===== src/rtl/bfa_pkg.sv =====
// Shared types and constants of the best-fit block allocator.
package bfa_pkg;

  localparam int unsigned SizeBits = 24;
  localparam int unsigned NeedBits = SizeBits + 1;

  localparam logic [1:0] ST_OK       = 2'd0;
  localparam logic [1:0] ST_LIMIT    = 2'd1;
  localparam logic [1:0] ST_FULL     = 2'd2;
  localparam logic [1:0] ST_NOT_HELD = 2'd3;

  localparam logic ACT_ALLOC = 1'b0;

  typedef enum logic [3:0] {
    CMD_NONE,
    CMD_START,
    CMD_SCAN,
    CMD_ALLOC_MARK,
    CMD_APPEND,
    CMD_FREE_MISS,
    CMD_FREE_LAST,
    CMD_FREE_MERGE,
    CMD_SHIFT_RD,
    CMD_SHIFT_WR,
    CMD_INS_WR
  } cmd_e;

  typedef enum logic [2:0] {
    S_IDLE,
    S_SCAN,
    S_DECIDE,
    S_SHIFT_RD,
    S_SHIFT_WR,
    S_INS,
    S_DONE
  } state_e;

  typedef struct packed {
    logic scan_done;
    logic is_alloc;
    logic found;
    logic split;
    logic hit;
    logic last;
    logic copy_done;
    logic shift_up;
  } sts_t;

endpackage


===== src/rtl/bfa_if.sv =====
// Valid/ready channel interfaces for request and response transactions.
interface bfa_req_if;
  logic                            valid;
  logic                            ready;
  logic                            action;
  logic [bfa_pkg::SizeBits-1:0]    request_size;
  logic [bfa_pkg::SizeBits-1:0]    free_address;

  modport source (output valid, action, request_size, free_address, input ready);
  modport sink   (input valid, action, request_size, free_address, output ready);
endinterface

interface bfa_rsp_if;
  logic                            valid;
  logic                            ready;
  logic [1:0]                      status;
  logic [bfa_pkg::SizeBits-1:0]    user_address;
  logic [bfa_pkg::SizeBits-1:0]    heap_top;

  modport source (output valid, status, user_address, heap_top, input ready);
  modport sink   (input valid, status, user_address, heap_top, output ready);
endinterface


===== src/rtl/bfa_ctrl.sv =====
// Sequencing state machine of the allocator.
module bfa_ctrl (
  input  logic          clk_i,
  input  logic          rst_ni,
  input  logic          in_valid_i,
  output logic          in_ready_o,
  output logic          out_valid_o,
  input  logic          out_ready_i,
  input  bfa_pkg::sts_t sts_i,
  output bfa_pkg::cmd_e cmd_o
);

  bfa_pkg::state_e state_q, state_d;

  always_ff @(posedge clk_i or negedge rst_ni) begin
    if (!rst_ni) begin
      state_q <= bfa_pkg::S_IDLE;
    end else begin
      state_q <= state_d;
    end
  end

  always_comb begin
    state_d = state_q;
    case (state_q)
      bfa_pkg::S_IDLE:     if (in_valid_i) state_d = bfa_pkg::S_SCAN;
      bfa_pkg::S_SCAN:     if (sts_i.scan_done) state_d = bfa_pkg::S_DECIDE;
      bfa_pkg::S_DECIDE: begin
        if (sts_i.is_alloc) begin
          state_d = (sts_i.found && sts_i.split) ? bfa_pkg::S_SHIFT_RD : bfa_pkg::S_DONE;
        end else begin
          state_d = (sts_i.hit && !sts_i.last) ? bfa_pkg::S_SHIFT_RD : bfa_pkg::S_DONE;
        end
      end
      bfa_pkg::S_SHIFT_RD: begin
        if (sts_i.copy_done) begin
          state_d = sts_i.shift_up ? bfa_pkg::S_INS : bfa_pkg::S_DONE;
        end else begin
          state_d = bfa_pkg::S_SHIFT_WR;
        end
      end
      bfa_pkg::S_SHIFT_WR: state_d = bfa_pkg::S_SHIFT_RD;
      bfa_pkg::S_INS:      state_d = bfa_pkg::S_DONE;
      bfa_pkg::S_DONE:     if (out_ready_i) state_d = bfa_pkg::S_IDLE;
      default:             state_d = bfa_pkg::S_IDLE;
    endcase
  end

  always_comb begin
    cmd_o       = bfa_pkg::CMD_NONE;
    in_ready_o  = 1'b0;
    out_valid_o = 1'b0;
    case (state_q)
      bfa_pkg::S_IDLE: begin
        in_ready_o = 1'b1;
        if (in_valid_i) cmd_o = bfa_pkg::CMD_START;
      end
      bfa_pkg::S_SCAN:   cmd_o = bfa_pkg::CMD_SCAN;
      bfa_pkg::S_DECIDE: begin
        if (sts_i.is_alloc) begin
          cmd_o = sts_i.found ? bfa_pkg::CMD_ALLOC_MARK : bfa_pkg::CMD_APPEND;
        end else if (!sts_i.hit) begin
          cmd_o = bfa_pkg::CMD_FREE_MISS;
        end else begin
          cmd_o = sts_i.last ? bfa_pkg::CMD_FREE_LAST : bfa_pkg::CMD_FREE_MERGE;
        end
      end
      bfa_pkg::S_SHIFT_RD: if (!sts_i.copy_done) cmd_o = bfa_pkg::CMD_SHIFT_RD;
      bfa_pkg::S_SHIFT_WR: cmd_o = bfa_pkg::CMD_SHIFT_WR;
      bfa_pkg::S_INS:      cmd_o = bfa_pkg::CMD_INS_WR;
      bfa_pkg::S_DONE:     out_valid_o = 1'b1;
      default:             cmd_o = bfa_pkg::CMD_NONE;
    endcase
  end

  a_one_side: assert property (@(posedge clk_i) disable iff (!rst_ni)
    !(in_ready_o && out_valid_o)) else $error("ready and valid together");
  a_done_hold: assert property (@(posedge clk_i) disable iff (!rst_ni)
    (out_valid_o && !out_ready_i) |=> out_valid_o) else $error("response dropped");
  a_start: assert property (@(posedge clk_i) disable iff (!rst_ni)
    (cmd_o == bfa_pkg::CMD_START) |=> (state_q == bfa_pkg::S_SCAN))
    else $error("start did not scan");

endmodule


===== src/rtl/bfa_datapath.sv =====
// Block table memory, scan registers, heap top and result registers.
module bfa_datapath #(
  parameter int unsigned MAX_BLOCKS   = 64,
  parameter int unsigned HEADER_BYTES = 24
) (
  input  logic                            clk_i,
  input  logic                            rst_ni,
  input  bfa_pkg::cmd_e                   cmd_i,
  output bfa_pkg::sts_t                   sts_o,
  input  logic                            cfg_we_i,
  input  logic [bfa_pkg::SizeBits-1:0]    cfg_wdata_i,
  input  logic                            action_i,
  input  logic [bfa_pkg::SizeBits-1:0]    request_size_i,
  input  logic [bfa_pkg::SizeBits-1:0]    free_address_i,
  output logic [1:0]                      status_o,
  output logic [bfa_pkg::SizeBits-1:0]    user_address_o,
  output logic [bfa_pkg::SizeBits-1:0]    heap_top_o
);

  localparam int unsigned SW = bfa_pkg::SizeBits;
  localparam int unsigned NW = bfa_pkg::NeedBits;
  localparam int unsigned IW = $clog2(MAX_BLOCKS);
  localparam int unsigned CW = $clog2(MAX_BLOCKS + 1);
  localparam logic [NW-1:0] Hdr  = NW'(HEADER_BYTES);
  localparam logic [CW-1:0] MaxC = CW'(MAX_BLOCKS);

  logic [SW:0] mem_q [MAX_BLOCKS];
  logic [SW:0] rd_q;
  logic [IW-1:0] rd_addr;
  logic          we;
  logic [IW-1:0] wa;
  logic [SW:0]   wd;

  logic [CW-1:0] count_q, count_d;
  logic [SW-1:0] heap_end_q, heap_end_d;
  logic [SW-1:0] limit_q;
  logic          alloc_q, alloc_d;
  logic [NW-1:0] need_q, need_d;
  logic [SW-1:0] faddr_q, faddr_d;
  logic [CW-1:0] idx_q, idx_d;
  logic [IW-1:0] pos_q, pos_d;
  logic          pend_q, pend_d;
  logic [NW-1:0] acc_q, acc_d;
  logic          found_q, found_d;
  logic [IW-1:0] best_idx_q, best_idx_d;
  logic [SW-1:0] best_size_q, best_size_d;
  logic [SW-1:0] best_addr_q, best_addr_d;
  logic          prev_occ_q, prev_occ_d;
  logic [SW-1:0] prev_size_q, prev_size_d;
  logic          hit_q, hit_d;
  logic          just_hit_q, just_hit_d;
  logic [IW-1:0] hit_idx_q, hit_idx_d;
  logic [SW-1:0] hit_size_q, hit_size_d;
  logic          hp_occ_q, hp_occ_d;
  logic [SW-1:0] hp_size_q, hp_size_d;
  logic          nx_occ_q, nx_occ_d;
  logic [SW-1:0] nx_size_q, nx_size_d;
  logic [IW-1:0] src_q, src_d, dst_q, dst_d;
  logic [CW-1:0] rem_q, rem_d;
  logic          up_q, up_d;
  logic [SW-1:0] rest_q, rest_d;
  logic [1:0]    status_q, status_d;
  logic [SW-1:0] user_q, user_d;

  logic          e_occ;
  logic [SW-1:0] e_size;
  logic [NW-1:0] diff;
  logic          split;
  logic          last;
  logic          mp, mn;
  logic [CW-1:0] hit_c;
  logic [NW:0]   top_sum;
  logic [CW-1:0] tmp_c;

  assign e_occ  = rd_q[SW];
  assign e_size = rd_q[SW-1:0];
  assign diff   = {1'b0, best_size_q} - need_q;
  assign split  = found_q && (diff > Hdr) && (count_q < MaxC);
  assign hit_c  = CW'(hit_idx_q);
  assign last   = (hit_c + CW'(1)) == count_q;
  assign mp     = (hit_idx_q != '0) && !hp_occ_q;
  assign mn     = !nx_occ_q;
  assign top_sum = {1'b0, NW'(heap_end_q)} + {1'b0, need_q};

  always_comb begin
    sts_o.scan_done = !pend_q && (idx_q == count_q);
    sts_o.is_alloc  = alloc_q;
    sts_o.found     = found_q;
    sts_o.split     = split;
    sts_o.hit       = hit_q;
    sts_o.last      = last;
    sts_o.copy_done = (rem_q == '0);
    sts_o.shift_up  = up_q;
  end

  always_ff @(posedge clk_i) begin
    if (we) mem_q[wa] <= wd;
    rd_q <= mem_q[rd_addr];
  end

  always_comb begin
    count_d = count_q;       heap_end_d = heap_end_q;
    alloc_d = alloc_q;       need_d = need_q;         faddr_d = faddr_q;
    idx_d = idx_q;           pos_d = pos_q;           pend_d = pend_q;
    acc_d = acc_q;           found_d = found_q;
    best_idx_d = best_idx_q; best_size_d = best_size_q; best_addr_d = best_addr_q;
    prev_occ_d = prev_occ_q; prev_size_d = prev_size_q;
    hit_d = hit_q;           just_hit_d = just_hit_q; hit_idx_d = hit_idx_q;
    hit_size_d = hit_size_q; hp_occ_d = hp_occ_q;     hp_size_d = hp_size_q;
    nx_occ_d = nx_occ_q;     nx_size_d = nx_size_q;
    src_d = src_q;           dst_d = dst_q;           rem_d = rem_q;
    up_d = up_q;             rest_d = rest_q;
    status_d = status_q;     user_d = user_q;
    rd_addr = idx_q[IW-1:0];
    we = 1'b0;
    wa = '0;
    wd = '0;
    tmp_c = '0;
    case (cmd_i)
      bfa_pkg::CMD_START: begin
        alloc_d  = (action_i == bfa_pkg::ACT_ALLOC);
        need_d   = {1'b0, request_size_i} + Hdr;
        faddr_d  = free_address_i;
        idx_d    = '0;
        pos_d    = '0;
        pend_d   = 1'b0;
        acc_d    = '0;
        found_d  = 1'b0;
        hit_d    = 1'b0;
        just_hit_d = 1'b0;
        rem_d    = '0;
        up_d     = 1'b0;
        status_d = bfa_pkg::ST_OK;
        user_d   = '0;
      end
      bfa_pkg::CMD_SCAN: begin
        pend_d = (idx_q != count_q);
        if (idx_q != count_q) idx_d = idx_q + CW'(1);
        if (pend_q) begin
          pos_d = pos_q + IW'(1);
          acc_d = acc_q + NW'(e_size);
          prev_occ_d  = e_occ;
          prev_size_d = e_size;
          if (alloc_q) begin
            if (!e_occ && (NW'(e_size) >= need_q) && (!found_q || e_size < best_size_q)) begin
              found_d     = 1'b1;
              best_idx_d  = pos_q;
              best_size_d = e_size;
              best_addr_d = acc_q[SW-1:0];
            end
          end else begin
            just_hit_d = 1'b0;
            if (just_hit_q) begin
              nx_occ_d  = e_occ;
              nx_size_d = e_size;
            end
            if (!hit_q && e_occ && ({1'b0, acc_q} + {1'b0, Hdr}) == (NW + 1)'(faddr_q)) begin
              hit_d      = 1'b1;
              just_hit_d = 1'b1;
              hit_idx_d  = pos_q;
              hit_size_d = e_size;
              hp_occ_d   = prev_occ_q;
              hp_size_d  = prev_size_q;
            end
          end
        end
      end
      bfa_pkg::CMD_ALLOC_MARK: begin
        we = 1'b1;
        wa = best_idx_q;
        wd = {1'b1, split ? need_q[SW-1:0] : best_size_q};
        user_d = best_addr_q + SW'(HEADER_BYTES);
        if (split) begin
          rest_d = best_size_q - need_q[SW-1:0];
          up_d   = 1'b1;
          tmp_c  = count_q - CW'(1);
          src_d  = tmp_c[IW-1:0];
          dst_d  = count_q[IW-1:0];
          rem_d  = count_q - (CW'(best_idx_q) + CW'(1));
        end
      end
      bfa_pkg::CMD_APPEND: begin
        if (top_sum > (NW + 1)'(limit_q)) begin
          status_d = bfa_pkg::ST_LIMIT;
        end else if (count_q == MaxC) begin
          status_d = bfa_pkg::ST_FULL;
        end else begin
          we = 1'b1;
          wa = count_q[IW-1:0];
          wd = {1'b1, need_q[SW-1:0]};
          user_d     = heap_end_q + SW'(HEADER_BYTES);
          heap_end_d = top_sum[SW-1:0];
          count_d    = count_q + CW'(1);
        end
      end
      bfa_pkg::CMD_FREE_MISS: status_d = bfa_pkg::ST_NOT_HELD;
      bfa_pkg::CMD_FREE_LAST: begin
        heap_end_d = heap_end_q - hit_size_q - (mp ? hp_size_q : '0);
        count_d    = count_q - CW'(1) - CW'(mp);
      end
      bfa_pkg::CMD_FREE_MERGE: begin
        we = 1'b1;
        wa = hit_idx_q - IW'(mp);
        wd = {1'b0, (mp ? hp_size_q : '0) + hit_size_q + (mn ? nx_size_q : '0)};
        count_d = count_q - CW'(mp) - CW'(mn);
        tmp_c   = hit_c + CW'(1) + CW'(mn);
        src_d   = tmp_c[IW-1:0];
        dst_d   = hit_idx_q - IW'(mp) + IW'(1);
        rem_d   = count_q - hit_c - CW'(1) - CW'(mn);
        up_d    = 1'b0;
      end
      bfa_pkg::CMD_SHIFT_RD: rd_addr = src_q;
      bfa_pkg::CMD_SHIFT_WR: begin
        we = 1'b1;
        wa = dst_q;
        wd = rd_q;
        rem_d = rem_q - CW'(1);
        src_d = up_q ? src_q - IW'(1) : src_q + IW'(1);
        dst_d = up_q ? dst_q - IW'(1) : dst_q + IW'(1);
      end
      bfa_pkg::CMD_INS_WR: begin
        we = 1'b1;
        wa = best_idx_q + IW'(1);
        wd = {1'b0, rest_q};
        count_d = count_q + CW'(1);
      end
      default: ;
    endcase
  end

  always_ff @(posedge clk_i or negedge rst_ni) begin
    if (!rst_ni) begin
      count_q    <= '0;
      heap_end_q <= '0;
      limit_q    <= '1;
      pend_q     <= 1'b0;
      idx_q      <= '0;
      rem_q      <= '0;
      up_q       <= 1'b0;
      alloc_q    <= 1'b0;
      found_q    <= 1'b0;
      hit_q      <= 1'b0;
      just_hit_q <= 1'b0;
    end else begin
      count_q    <= count_d;
      heap_end_q <= heap_end_d;
      if (cfg_we_i) limit_q <= cfg_wdata_i;
      pend_q     <= pend_d;
      idx_q      <= idx_d;
      rem_q      <= rem_d;
      up_q       <= up_d;
      alloc_q    <= alloc_d;
      found_q    <= found_d;
      hit_q      <= hit_d;
      just_hit_q <= just_hit_d;
    end
  end

  always_ff @(posedge clk_i) begin
    need_q <= need_d;           faddr_q <= faddr_d;
    pos_q <= pos_d;             acc_q <= acc_d;
    best_idx_q <= best_idx_d;   best_size_q <= best_size_d; best_addr_q <= best_addr_d;
    prev_occ_q <= prev_occ_d;   prev_size_q <= prev_size_d;
    hit_idx_q <= hit_idx_d;     hit_size_q <= hit_size_d;
    hp_occ_q <= hp_occ_d;       hp_size_q <= hp_size_d;
    nx_occ_q <= nx_occ_d;       nx_size_q <= nx_size_d;
    src_q <= src_d;             dst_q <= dst_d;
    rest_q <= rest_d;
    status_q <= status_d;       user_q <= user_d;
  end

  assign status_o       = status_q;
  assign user_address_o = user_q;
  assign heap_top_o     = heap_end_q;

  a_count_max: assert property (@(posedge clk_i) disable iff (!rst_ni)
    count_q <= MaxC) else $error("block count overflow");
  a_ins_room: assert property (@(posedge clk_i) disable iff (!rst_ni)
    (cmd_i == bfa_pkg::CMD_INS_WR) |-> (count_q < MaxC)) else $error("insert into full table");
  a_copy_order: assert property (@(posedge clk_i) disable iff (!rst_ni)
    (cmd_i == bfa_pkg::CMD_SHIFT_WR) |-> ($past(cmd_i) == bfa_pkg::CMD_SHIFT_RD))
    else $error("copy write without read");

endmodule


===== src/rtl/best_fit_block_allocator.sv =====
// Best-fit heap block allocator: top level joining controller and datapath.
// One transaction at a time. An item scans the N-entry block table through the table
// memory and decides; when a split inserts or a merging free removes entries, each entry
// moved takes a read step and a write step. The response then waits in its register
// until taken, and the next request is accepted after that.
module best_fit_block_allocator #(
  parameter int unsigned MAX_BLOCKS   = 64,
  parameter int unsigned HEADER_BYTES = 24
) (
  input  logic                          clk_i,
  input  logic                          rst_ni,
  input  logic                          cfg_we_i,
  input  logic [bfa_pkg::SizeBits-1:0]  cfg_wdata_i,
  bfa_req_if.sink                       in_i,
  bfa_rsp_if.source                     out_o
);

  bfa_pkg::cmd_e cmd;
  bfa_pkg::sts_t sts;

  bfa_ctrl u_ctrl (
    .clk_i       (clk_i),
    .rst_ni      (rst_ni),
    .in_valid_i  (in_i.valid),
    .in_ready_o  (in_i.ready),
    .out_valid_o (out_o.valid),
    .out_ready_i (out_o.ready),
    .sts_i       (sts),
    .cmd_o       (cmd)
  );

  bfa_datapath #(
    .MAX_BLOCKS   (MAX_BLOCKS),
    .HEADER_BYTES (HEADER_BYTES)
  ) u_dp (
    .clk_i          (clk_i),
    .rst_ni         (rst_ni),
    .cmd_i          (cmd),
    .sts_o          (sts),
    .cfg_we_i       (cfg_we_i),
    .cfg_wdata_i    (cfg_wdata_i),
    .action_i       (in_i.action),
    .request_size_i (in_i.request_size),
    .free_address_i (in_i.free_address),
    .status_o       (out_o.status),
    .user_address_o (out_o.user_address),
    .heap_top_o     (out_o.heap_top)
  );

endmodule

===== src/flat_wrapper.sv =====
// flat-port wrapper written by rule: the top's interface ports become plain ports
module best_fit_block_allocator_flat 
#(
  parameter int unsigned MAX_BLOCKS   = 64,
  parameter int unsigned HEADER_BYTES = 24
)
  (clk_i, rst_ni, cfg_we_i, cfg_wdata_i, in_i_valid, in_i_action, in_i_request_size, in_i_free_address, in_i_ready, out_o_valid, out_o_status, out_o_user_address, out_o_heap_top, out_o_ready);
  bfa_req_if in_i_i ();
  bfa_rsp_if out_o_i ();
  input  logic clk_i;
  input  logic rst_ni;
  input  logic cfg_we_i;
  input  logic [bfa_pkg::SizeBits-1:0] cfg_wdata_i;
  input wire logic [$bits(in_i_i.valid)-1:0] in_i_valid;
  input wire logic [$bits(in_i_i.action)-1:0] in_i_action;
  input wire logic [$bits(in_i_i.request_size)-1:0] in_i_request_size;
  input wire logic [$bits(in_i_i.free_address)-1:0] in_i_free_address;
  output wire logic [$bits(in_i_i.ready)-1:0] in_i_ready;
  output wire logic [$bits(out_o_i.valid)-1:0] out_o_valid;
  output wire logic [$bits(out_o_i.status)-1:0] out_o_status;
  output wire logic [$bits(out_o_i.user_address)-1:0] out_o_user_address;
  output wire logic [$bits(out_o_i.heap_top)-1:0] out_o_heap_top;
  input wire logic [$bits(out_o_i.ready)-1:0] out_o_ready;
  assign in_i_i.valid = in_i_valid;
  assign in_i_i.action = in_i_action;
  assign in_i_i.request_size = in_i_request_size;
  assign in_i_i.free_address = in_i_free_address;
  assign in_i_ready = in_i_i.ready;
  assign out_o_valid = out_o_i.valid;
  assign out_o_status = out_o_i.status;
  assign out_o_user_address = out_o_i.user_address;
  assign out_o_heap_top = out_o_i.heap_top;
  assign out_o_i.ready = out_o_ready;
  best_fit_block_allocator #(.MAX_BLOCKS(MAX_BLOCKS), .HEADER_BYTES(HEADER_BYTES)) u_core (.clk_i(clk_i), .rst_ni(rst_ni), .cfg_we_i(cfg_we_i), .cfg_wdata_i(cfg_wdata_i), .in_i(in_i_i), .out_o(out_o_i));
endmodule

===== config.mk =====
export PLATFORM = sky130hd
export DESIGN_NAME = best_fit_block_allocator_flat
export DESIGN_NICKNAME = d
export VERILOG_FILES = /design/src/rtl/bfa_pkg.sv /design/src/rtl/bfa_if.sv /design/src/rtl/bfa_ctrl.sv /design/src/rtl/bfa_datapath.sv /design/src/rtl/best_fit_block_allocator.sv /design/src/flat_wrapper.sv
export SDC_FILE = /design/constraint.sdc
export NUM_CORES = 2
export LEC_CHECK = 0
export BUFFER_PORTS_ARGS = -buffer_cell sky130_fd_sc_hd__buf_2
export CORE_UTILIZATION = 45
export CTS_CLUSTER_DIAMETER = 40
export CTS_CLUSTER_SIZE = 14
export DETAILED_ROUTE_END_ITERATION = 12
export GPL_TIMING_DRIVEN = 0
export PLACE_DENSITY = 0.71
export SYNTH_ARGS = -nofsm -noshare
export SYNTH_HDL_FRONTEND = slang
export SYNTH_SLANG_ARGS = --single-unit

===== constraint.sdc =====
create_clock -name clk_i -period 7.55 [get_ports clk_i]
set_input_delay 0.755 -clock clk_i [delete_from_list [all_inputs] [get_ports clk_i]]
set_output_delay 0.755 -clock clk_i [all_outputs]
set_load 0.01 [all_outputs]

======== After elaboration in Yosys (flattened, before gate mapping) ========
Memories as Yosys holds them, arrays and structs flattened. A register that Yosys moved wholly into a read port is not among the register bits.
Cells that the tools add are included.
storage, ports and cells
  flip-flop bits (word level) ............. 379
  RAM bits ................................ 1600
  memories ................................ 1
memories
  name               depth  width  read ports  clocked after Yosys merged registers in  write ports  RTL line            text
  u_core.u_dp.mem_q  64     25     1           1                                        1            bfa_datapath.sv:27  logic [SW:0] mem_q [MAX_BLOCKS];
cells by class
  add/sub/neg operators ................... 34
  magnitude comparators ................... 5
  equal/unequal tests ..................... 34
  muxes and demuxes ....................... 74
  bitwise operators ....................... 2
  reductions and logical operators ........ 49
operators by type and width
  cell                     count
  $mux W24                 7
  $pmux W25 S5             1
  $mux W25                 3
  $pmux W24 S3             1
  $sub A24 B24 Y24         3
  $pmux W7 S4              2
  $pmux W25 S2             1
  $add A24 B24 Y24         2
  $add A24 B5 Y24 const B  2
  $mux W6                  8
  $pmux W24 S2             1
  $pmux W6 S3              2
  $add A6 B1 Y6 const B    5
  $pmux W6 S5              1
  $mux W7                  4
  $sub A7 B1 Y7            4
  $add A24 B25 Y26         1
  $add A25 B5 Y26 const B  1
  $eq A26 B24 Y1           1
  $gt A26 B24 Y1           1
  $add A24 B5 Y25 const B  1
  $add A25 B24 Y25         1
  $ge A24 B25 Y1           1
  $gt A25 B5 Y1 const B    1
  other kinds (49)         143

======== Longest topological paths before layout ========
  word-level depth ........................ 11
  depth in mapped cells ................... 24
  depth with buffers taken out ............ 21

======== Modules after synthesis ========
Synthesis repeated with hierarchy kept, for this count alone.
unflattened totals
  cells, all modules ...................... 5528
  area total of the unflattened synthesis .. 89037.9 um2
by module, submodules not included
  module        instances  cells an instance  area each (um2)  seq. area each (um2)
  bfa_datapath  1          5487               88712.6          59492.1
  bfa_ctrl      1          41                 325.3            75.1

======== Least setup slack after synthesis ========
Ideal clock, no wire load.
  path type ............................... register to register
  from .................................... register u_core.u_ctrl.state_q[2]
  to ...................................... register u_core.u_dp.hit_idx_q[0] (enable)
  library setup time ...................... 0.611 ns
  arrival ................................. 7.269 ns
  required time ........................... 6.939 ns
  path slack .............................. -0.330 ns
  stages on the path, launching flop included .. 9
  buffers on the path ..................... 1
  clock period less this slack ............ 7.880 ns
  cells stage by stage .................... dfrtp_1 clkbuf_1 nor3_1 nand2_1 nor3_1 nand4_1 nor4_1 nand4_1 nor4_1
on the way
  longest elaborated chain between the ends .. 4
  elaborated cells between the ends (all ways) .. 9
  classes of those cells .................. eq/ne (6); mux (1); reduce/logical (2)
RTL lines
  element                                     RTL line             text
  from (decl)                                 bfa_ctrl.sv:13       bfa_pkg::state_e state_q, state_d;
  from (signal assigned)                      bfa_ctrl.sv:17       state_q <= bfa_pkg::S_IDLE;
  from (signal assigned)                      bfa_ctrl.sv:19       state_q <= state_d;
  $eq A3 B3 Y1, or another cell as far along  bfa_ctrl.sv:53       case (state_q)
  $pmux W4 S6 (*)                             bfa_ctrl.sv:53
  $eq A4 B2 Y1 (*)                            bfa_datapath.sv:119  case (cmd_i)
  $reduce_and A4 Y1 (no line) (*)             n/a
  to (signal assigned)                        bfa_datapath.sv:264  hit_idx_q <= hit_idx_d; hit_size_q <= hit_size_d;
  to (decl)                                   bfa_datapath.sv:52   logic [IW-1:0] hit_idx_q, hit_idx_d;
Mark *: on every way between the ends. The rest lies on a longest branch, timed or not.
A chain may end at the register's enable or synchronous reset.

======== Final worst setup path ========
  from .................................... register u_core.u_dp.need_q[1]
  to ...................................... memory u_core.u_dp.mem_q[21][8] (netlist bit) (enable)
on the way
  longest elaborated chain between the ends .. 6
  elaborated cells between the ends (all ways) .. 8
  classes of those cells .................. add/sub (1); order compare (1); mux (6)
RTL lines
  element                        RTL line             text
  from (decl)                    bfa_datapath.sv:38   logic [NW-1:0] need_q, need_d;
  from (signal assigned)         bfa_datapath.sv:260  need_q <= need_d; faddr_q <= faddr_d;
  $add A24 B25 Y26 (*)           bfa_datapath.sv:83   assign top_sum = {1'b0, NW'(heap_end_q)} + {1'b0, need_q};
  $gt A26 B24 Y1 (*)             bfa_datapath.sv:183  if (top_sum > (NW + 1)'(limit_q)) begin
  $mux W1                        bfa_datapath.sv:183
  $pmux W1 S2                    bfa_datapath.sv:119
  $mux W1                        bfa_datapath.sv:97   if (we) mem_q[wa] <= wd;
  $mux W1 (not written as such)  bfa_datapath.sv:97
  to (decl)                      bfa_datapath.sv:27
Marks and branches as above.

==> impl_results.md <==
- Crit start category: flip-flop
- Nets@finish: 6517
- Slew headroom: 1.370%
- Tcrit/Tclk final: 98.95%
- Failing checks: DRC, capacitance limit
- Area grow syn2layout: 21.19%
- Register area share after synthesis: 67.14%
- DR iter-0 viols: 7784
- Initial Utilization: 45.40%
- Largest net degree at the start of global routing: 68
- Num CTS Buffers: 288
- Row Count: 162
- Total power: 44080 µW
- Vias: 55.77k
- H-tree depth: 5
- Clock Path Buffers: 4
- Syn Area/Cell: 16.42 µm²
- Clock slew at reported path FFs: 0.06 ns
- Fillers: 14.68k
- Yosys cell types: 92
- Max-cap viol count: 1
- Hold Violations, Final: 0
- Mapped Area: 88720 µm²
- Yosys warning count: 0
- Vias in the first global route: 54.62k
- Die width: 446.0 µm
- Die ar.: 198900 µm²
- Syn_nets: 5772
- # port buffers: 128
- CP Class: reg -> reg
- Post-synthesis register bit count: 2004
- Global-route wire length before repair: 373.2 mm
- Async set or reset register ratio after synthesis: 3.892%
- Die Y: 446.0 µm
- Boundary Pins: 130
- GRT Total Usage: 25.95%
- GPL Wtd Cong: 0.9755
- Worst-Margin Slew: 1.475 ns
- Pre-CTS WS: -1.041 ns
- WL per Instance: 29.78 µm
- CP required: 8.10 ns
- Multi-input logic area: 28880 µm²
- Post-DR vias/cell: 6.204
- Core Region: 195400 µm²
- Cells after synthesis: 5402
- CTS Sinks: 2004
- Tmin final: 7.471 ns
- PD cells: 410.0 nW/µm²
- Post-DP HPWL: 163.8 mm
- Max VDD drop: 0.3505 mV
- CP max FO: 16
- DRT Wirelength: 267.7 mm
- Initial antenna violation count: 11
- DRC: 2
- EDFF count, synth: 1901
- Worst skew pair latency: 0.95 ns
- Top FF cell, synth: edfxtp_1
- Worst EP arrival: 8.02 ns
- First-pass iteration count of the detailed router: 12
- Max Freq: 133.9 MHz
- Root buf cell: clkbuf_16
- Outcome: finished with violations
- Worst Skew: 0.1085 ns
- GR Overflow Total: 0
- Worst hold path type: in -> reg
- Layout cell share with drive strength beyond 1: 24.53%
- FF/Latch Area: 59570 µm²
- Slew Limit Fails: 0
- # setup viols final: 0
- Final WS setup: 0.07940 ns
- LEAKAGE: 0.03772 µW
- Crit. End Element: flip-flop
- CTS tree: yes
- Antenna violation net count after detailed routing: 0
-- registers in the layout (all words and copies together), names as in the netlist, 6 cells and up --
name and flops:
u_core.u_dp.mem_q 1600, u_core.u_dp.acc_q 25, u_core.u_dp.need_q 25, u_core.u_dp.rd_q 25, u_core.u_dp.best_addr_q 24, u_core.u_dp.best_size_q 24
u_core.u_dp.faddr_q 24, u_core.u_dp.heap_top_o 24, u_core.u_dp.hit_size_q 24, u_core.u_dp.hp_size_q 24, u_core.u_dp.limit_q 24, u_core.u_dp.nx_size_q 24
u_core.u_dp.prev_size_q 24, u_core.u_dp.rest_q 24, u_core.u_dp.user_address_o 24, u_core.u_dp.count_q 7, u_core.u_dp.idx_q 7, u_core.u_dp.rem_q 7
u_core.u_dp.best_idx_q 6, u_core.u_dp.dst_q 6, u_core.u_dp.hit_idx_q 6, u_core.u_dp.pos_q 6, u_core.u_dp.src_q 6
-- logic make-up after synthesis --
group | count (synthesis) | synth area share, %
adders and majority gates | 293 | 4.595
buffers and inverters | 450 | 1.986
xor gates and xnor gates | 250 | 2.468
and+or+nand+nor | 1037 | 5.614
AOI/OAI and AO/OA | 839 | 6.538
muxes | 529 | 11.66
DFF | 2004 | 67.14
-- layout by cell type (no fill, tap or decap), drive strengths merged, types with 27 or more instances in the layout --
master and count:
nand4 39, bufinv 30, xnor2 152, nand3 65, a211oi 100, o21ai 128
clkinv 86, mux2 35, mux2i 94, edfxtp 1901, and2 92, clkbuf 482
a21oi 164, ha 237, nor2b 42, nand2b 33, a221o 31, xor2 98
a31oi 70, dfrtp 54, nor3 48, o22ai 27, fa 55, inv 255
and3 54, buf 464, mux4 400, nor2 281, a21o 79, nand2 357
-- final timing paths --
| check | startpoint | end | slack [ns] | cells past startpoint |
|---|---|---|---|---|
| max in group asynchronous | rst_ni | u_core.u_dp.limit_q[21]$_DFFE_PN1P_ | 6.63 | 3 |
| min in group asynchronous | rst_ni | u_core.u_dp.count_q[5]$_DFFE_PN0P_ | 0.28 | 2 |
| worst min-delay path | in_i_free_address[12] | u_core.u_dp.faddr_q[12]$_DFFE_PP_ | 0.04 | 1 |
| worst max-delay path | u_core.u_dp.need_q[1]$_DFFE_PP_ | u_core.u_dp.mem_q[21][8]$_DFFE_PP_ | 0.08 | 21 |
| worst max register to register | u_core.u_dp.need_q[1]$_DFFE_PP_ | u_core.u_dp.mem_q[21][8]$_DFFE_PP_ | 0.08 | 21 |
| worst min register to register | u_core.u_dp.prev_size_q[8]$_DFFE_PP_ | u_core.u_dp.hp_size_q[8]$_DFFE_PP_ | 0.42 | 0 |
-- routing by layer --
metal / up-vias / global-route usage (%) / wire length [µm]
li1: 23060 / - / -
met1: 27990 / 33.52 / 96520
met2: 3884 / 41.03 / 124000
met3: 820 / 5.877 / 30800
met4: 6 / 13.60 / 16350
met5: - / 0 / 36
-- critical path, cell delays in order (launching register included) --
cell and delay (ns):
edfxtp_1 0.55, ha_1 0.37, a211oi_1 0.35, o211ai_1 0.20, a41o_1 0.35, a311oi_1 0.48
nor2_1 0.17, a21o_1 0.23, a2111oi_0 0.45, nor3_1 0.20, ha_1 0.35, nand4_1 0.10
nor4_1 0.06, a21oi_1 0.27, o21a_1 0.23, a311oi_4 0.05, buf_12 0.17, buf_4 0.16
a41oi_1 0.76, o211a_1 0.37, nand2_2 0.52, nor2_4 0.66
-- power by group --
| part | internal (µW) | switching (µW) | total [µW] | leakage, µW |
|---|---|---|---|---|
| clock network | 8290 | 5170 | 13500 | 0.00465 |
| logic | 5670 | 9940 | 15600 | 0.0144 |
| registers | 14200 | 806 | 15000 | 0.0187 |
-- Yosys cell counts, drive strengths merged (92+ instances only) --
cell,number,area [µm²]
nand2,357,1340
xor2,98,858.3
clkbuf,165,619.3
edfxtp,1901,57080
ha,237,2965
a211oi,100,750.7
nor2,228,858.3
xnor2,152,1331
inv,207,777.0
o21ai,128,640.6
and2,92,575.6
a21oi,164,839.6
mux4,400,9009
mux2i,94,940.9
-- cell type report --
| cell class | instances | area share [%] |
|---|---|---|
| sequential | 2004 | 55.40 |
| multi-input combinational | 3003 | 26.86 |
| clock buffer | 318 | 6.983 |
| timing repair buffer | 401 | 4.130 |
| tap | 2624 | 3.053 |
| clock inverter | 184 | 1.906 |
| buffer | 241 | 0.9333 |
| inverter | 208 | 0.7273 |
| antenna | 5 | 0.01164 |
-- stage by stage --
stage                     instance area, µm²  instances  setup TNS [ns]  util [%]  hold slack, ns
after floorplan                        88730       5402               0         -          0.4003
after global placement                 92650       8154        -9566.14     47.42          0.4001
after detailed placement               94890       8219        -1205.44     48.56          0.4045
after CTS                             106600       8927          -16.51     54.55       0.0003673
after global routing                  107500       8985         -0.9690     55.02         0.01930
final                                 107500       8988               0     55.03         0.04325
-- timing repair --
item                                    in CTS  in global routing
gates cloned                                53                  2
pin swaps                                  108                 37
buffers inserted                           141                 54
endpoints found under the hold margin       23                  0
hold buffers                                13                  0
endpoints found under the setup margin    1761               1379
resized for setup                           43                 15
Note: power is estimated with default switching activity, not from simulation.
